File: src/ffa_div.sv
// constant divider by reciprocal multiplication, quotient registered in the cycle after start
`default_nettype none

module ffa_div #(
  parameter int unsigned DIVISOR = 16,
  parameter int unsigned W       = 17
) (
  input  wire logic         clk_i,
  input  wire logic         rst_ni,
  input  wire logic         start_i,
  input  wire logic [W-1:0] dividend_i,
  output logic      [W-1:0] quot_o,
  output logic              done_o
);

  // x / DIVISOR == (x * RECIP) >> SH for every x below 2**W
  localparam int unsigned     SH    = W + $clog2(DIVISOR);
  localparam int unsigned     PW    = SH + W;
  localparam longint unsigned RECIP =
    ((64'd1 << SH) + 64'(DIVISOR) - 64'd1) / 64'(DIVISOR);

  logic [PW-1:0] prod_q, prod_d;
  logic          done_q;

  assign prod_d = PW'(dividend_i) * PW'(RECIP);

  always_ff @(posedge clk_i or negedge rst_ni) begin
    if (!rst_ni) begin
      done_q <= 1'b0;
    end else begin
      done_q <= start_i;
    end
  end

  always_ff @(posedge clk_i) begin
    if (start_i) begin
      prod_q <= prod_d;
    end
  end

  assign quot_o = prod_q[SH +: W];
  assign done_o = done_q;

endmodule

`default_nettype wire

File: config.mk
export PLATFORM = sky130hd
export DESIGN_NAME = ffa_div
export DESIGN_NICKNAME = d
export VERILOG_FILES = /design/src/ffa_div.sv
export SDC_FILE = /design/constraint.sdc
export NUM_CORES = 1
export LEC_CHECK = 0
export BUFFER_PORTS_ARGS = -buffer_cell sky130_fd_sc_hd__buf_2
export CORE_AREA = 5 5 42 44
export CTS_CLUSTER_SIZE = 14
export DETAILED_ROUTE_END_ITERATION = 12
export DIE_AREA = 0 0 47 49
export GPL_TIMING_DRIVEN = 0
export PLACE_DENSITY = 0.8
export SYNTH_ARGS = -nofsm -noshare
export SYNTH_HDL_FRONTEND = slang
export SYNTH_SLANG_ARGS = --single-unit
File: constraint.sdc
create_clock -name clk_i -period 0.8 [get_ports clk_i]
set_input_delay 0.08 -clock clk_i [delete_from_list [all_inputs] [get_ports clk_i]]
set_output_delay 0.08 -clock clk_i [all_outputs]
set_load 0.005 [all_outputs]
== Word-level counts from Yosys, hierarchy flattened ==
Cells that the tools add are included.

* Register bits: 18
* Input bits: 20

== Longest topological paths before layout ==
* Depth in word-level cells: 0
* Depth in mapped cells: 1

== Least setup slack after synthesis ==
No wires, ideal clock.

* Path type: reg-to-output
* Start point: register prod_q[21]
* End point: output port quot_o[0]
* Data arrival time: 0.355 ns
* Stages on the path, launching flop included: 1
* Path slack: 0.365 ns
* Path buffers: 0
* Required time: 0.720 ns
* Cells stage by stage: edfxtp_1

{| class="wikitable"
|+ RTL lines
! item !! line !! text
|-
| from (decl) || 22 || <nowiki>logic [PW-1:0] prod_q, prod_d;</nowiki>
|-
| from (signal assigned) || 37 || <nowiki>prod_q <= prod_d;</nowiki>
|-
| to (decl) || 12 || <nowiki>output logic [W-1:0] quot_o,</nowiki>
|}

No word-level cell between the ends.

== Final worst setup path ==
* Start point: register prod_q[22]
* End point: output port quot_o[1]

No word-level cell between the ends.

==> metrics.yaml <==
status: "complete, but fails checks"
violations: "negative setup slack"
arrival_ps: 780
p_leak_nw: 0.362
slowest_stage: "edfxtp_1"
p_switching_w: 0.000283
synth.avg_cell_area_sq_um: 23.6
synth_area_leaders: "edfxtp_1 (87%), buf_4 (6.7%), dfrtp_1 (5.6%)"
fmax_mhz: 1160
cts_root_buf: "clkbuf_4"
grt_pass1_wl_microns: 1740
drv_slew: 0
power_w: 0.00144
placed_area_sq_um: 626
syn_area_sq_um: 449
maxCapViolCount: 0
seq_area_frac_synth_pct: 92.5
grt_pass1_vias: 385
grt-ovfl-total: 0
power.internal_w: 0.00116
grt_util_met2_pct: 17.2
ys_ff_latch: 14
die_h_microns: 49
num_vias: 348
initial_core_util_pct: 32.1
io_pins: 38
layout_worst_path_cycle_share_pct: 108
hold_path.class: "in -> reg"
crit_chain: "buf_2"
p_sw_share_pct: 19.7
cts_tree: "yes"
h-tree-depth: 1
post-route-min-period_ps: 864
critical_path_class: "reg -> out"
rsz0062_at_grt: "yes"
io_buffer_count: 29
cts-buffers-inserted: 3
synth_common_cells: "edfxtp_1 (13), buf_4 (4), conb_1 (1), dfrtp_1 (1)"
core_area_sq_um: 1400
drt_pre_antenna_iters: 1
slowest_delay_ps: 370
antenna_left: 0
core.rowCount: 14
cts.sinks: 14
comb_power_share_pct: 12.8
grt_use_met3_pct: 6.64
worstHoldPathCells: 1
clk_pin_slew_ps: 80
die-area_sq_um: 2300
routedWlPerCell_microns: 13.1
finalHoldViolations: 0
drt_wl_total_microns: 1120
gp_congestion: 0.676
synth_top_area_share_pct: 86.9
clock_path_buffers: 2
ys_types: 4
finalSetupTns_ps: -585
cp-end-kind: "output pin"
cp-start-kind: "flop"
drt_iter0_markers: 0
path_buf_inv: 1
drive_above_1_share_pct: 52.2
power_density_nw_per_um2: 1820
antenna_found_initial: 0
setup_ws_ps: -63.6
critPathMaxFanout: 1
async_flop_share_pct: 7.14
synthCells: 19
finish.instance_area_sq_um: 792
min_to: "done_o"
synth-edff-count: 13
yosysMostFrequentCell: "edfxtp_1"
setup_viol: 14
synth_ff_type: "edfxtp_1"
vdd_drop_max_v: 0.00112
nNetsFinal: 90
routed_via_density: 4.09
cp_top_family: "flip-flops"
diodes: 0
die_x_microns: 47
grt_max_degree: 15
required_ps: 720
yosysTopAreaCell: "edfxtp_1"
hp-start: "start_i"
grt_util_all_layers_pct: 11.1
area_delta_synth_final_pct: 76.3
p_clk_share_pct: 26.6
drc: 0
seqPwrFrac_pct: 60.6
grt_busiest_layer: "met2"
met1_usage_pct: 11.2
yosysWarningCount: 0
## state kept, by name, indices dropped and copies added, names as in the netlist
signal	flops
prod_q	13
done_o	1
## kinds of logic after synthesis
| kind of cell | Yosys count | share of synthesized area [%] |
|---|---|---|
| buffers and inverters | 4 | 6.69 |
| DFF | 14 | 92.5 |
| other | 1 | 0.835 |
## placed cells by master, fill, tap and decap left out
master / n
buf_2: 29
dlygate4sd3_1: 14
edfxtp_1: 13
buf_4: 4
conb_1: 4
clkbuf_4: 3
clkinv_1: 1
dfrtp_1: 1
## power groups by stage
stage               clock network (W)  registers, W   logic, W
floorplan                           0      0.000901  0.0000183
global placement                    0      0.000888   0.000130
detailed placement                  0      0.000891   0.000131
CTS                          0.000398      0.000874   0.000183
global route                 0.000440      0.000879   0.000203
finish                       0.000384      0.000873   0.000185
## worst max-delay path by stage
stage / from / end / cells past startpoint
floorplan: prod_q[21] / quot_o[0] / 0
global placement: start_i / prod_q[31] / 1
detailed placement: start_i / prod_q[31] / 1
CTS: prod_q[22] / quot_o[1] / 1
global route: prod_q[22] / quot_o[1] / 1
finish: prod_q[22] / quot_o[1] / 1
## through the flow
stage / util [%] / hold slack [ps] / std cells / setup WS [ps]
global route: 56.5 / 95.0 / 85 / -108
detailed placement: 44.6 / -143 / 67 / 111
finish: 56.5 / 93.0 / 85 / -63.6
CTS: 56.5 / 88.6 / 85 / -76.5
global placement: 44.6 / -144 / 67 / 134
floorplan: - / -216 / 22 / 365
## timing repair
| item | 4_1_cts | 5_1_grt |
|---|---|---|
| setup buffers | 0 | 0 |
| hold buffers | 14 | 0 |
| setup endpoints to repair | 14 | 14 |
| resized for setup | 0 | 0 |
| endpoints found under the hold margin | 14 | 0 |
## layout make-up
class,instances,area [sq um]
Buffer,4,30.0
Clock buffer,3,22.5
Clock inverter,1,3.75
Fill cell,118,609
Multi-Input combinational cell,4,15.0
Sequential cell,14,415
Tap cell,16,20.0
Timing Repair Buffer,43,285
## per-layer routing
layer | wire [microns] | share of wire, %
met5 | 0 | 0
met4 | 10 | 0.90
met3 | 186 | 17
met2 | 545 | 49
met1 | 372 | 33
Note: power is estimated with default switching activity, not from simulation.
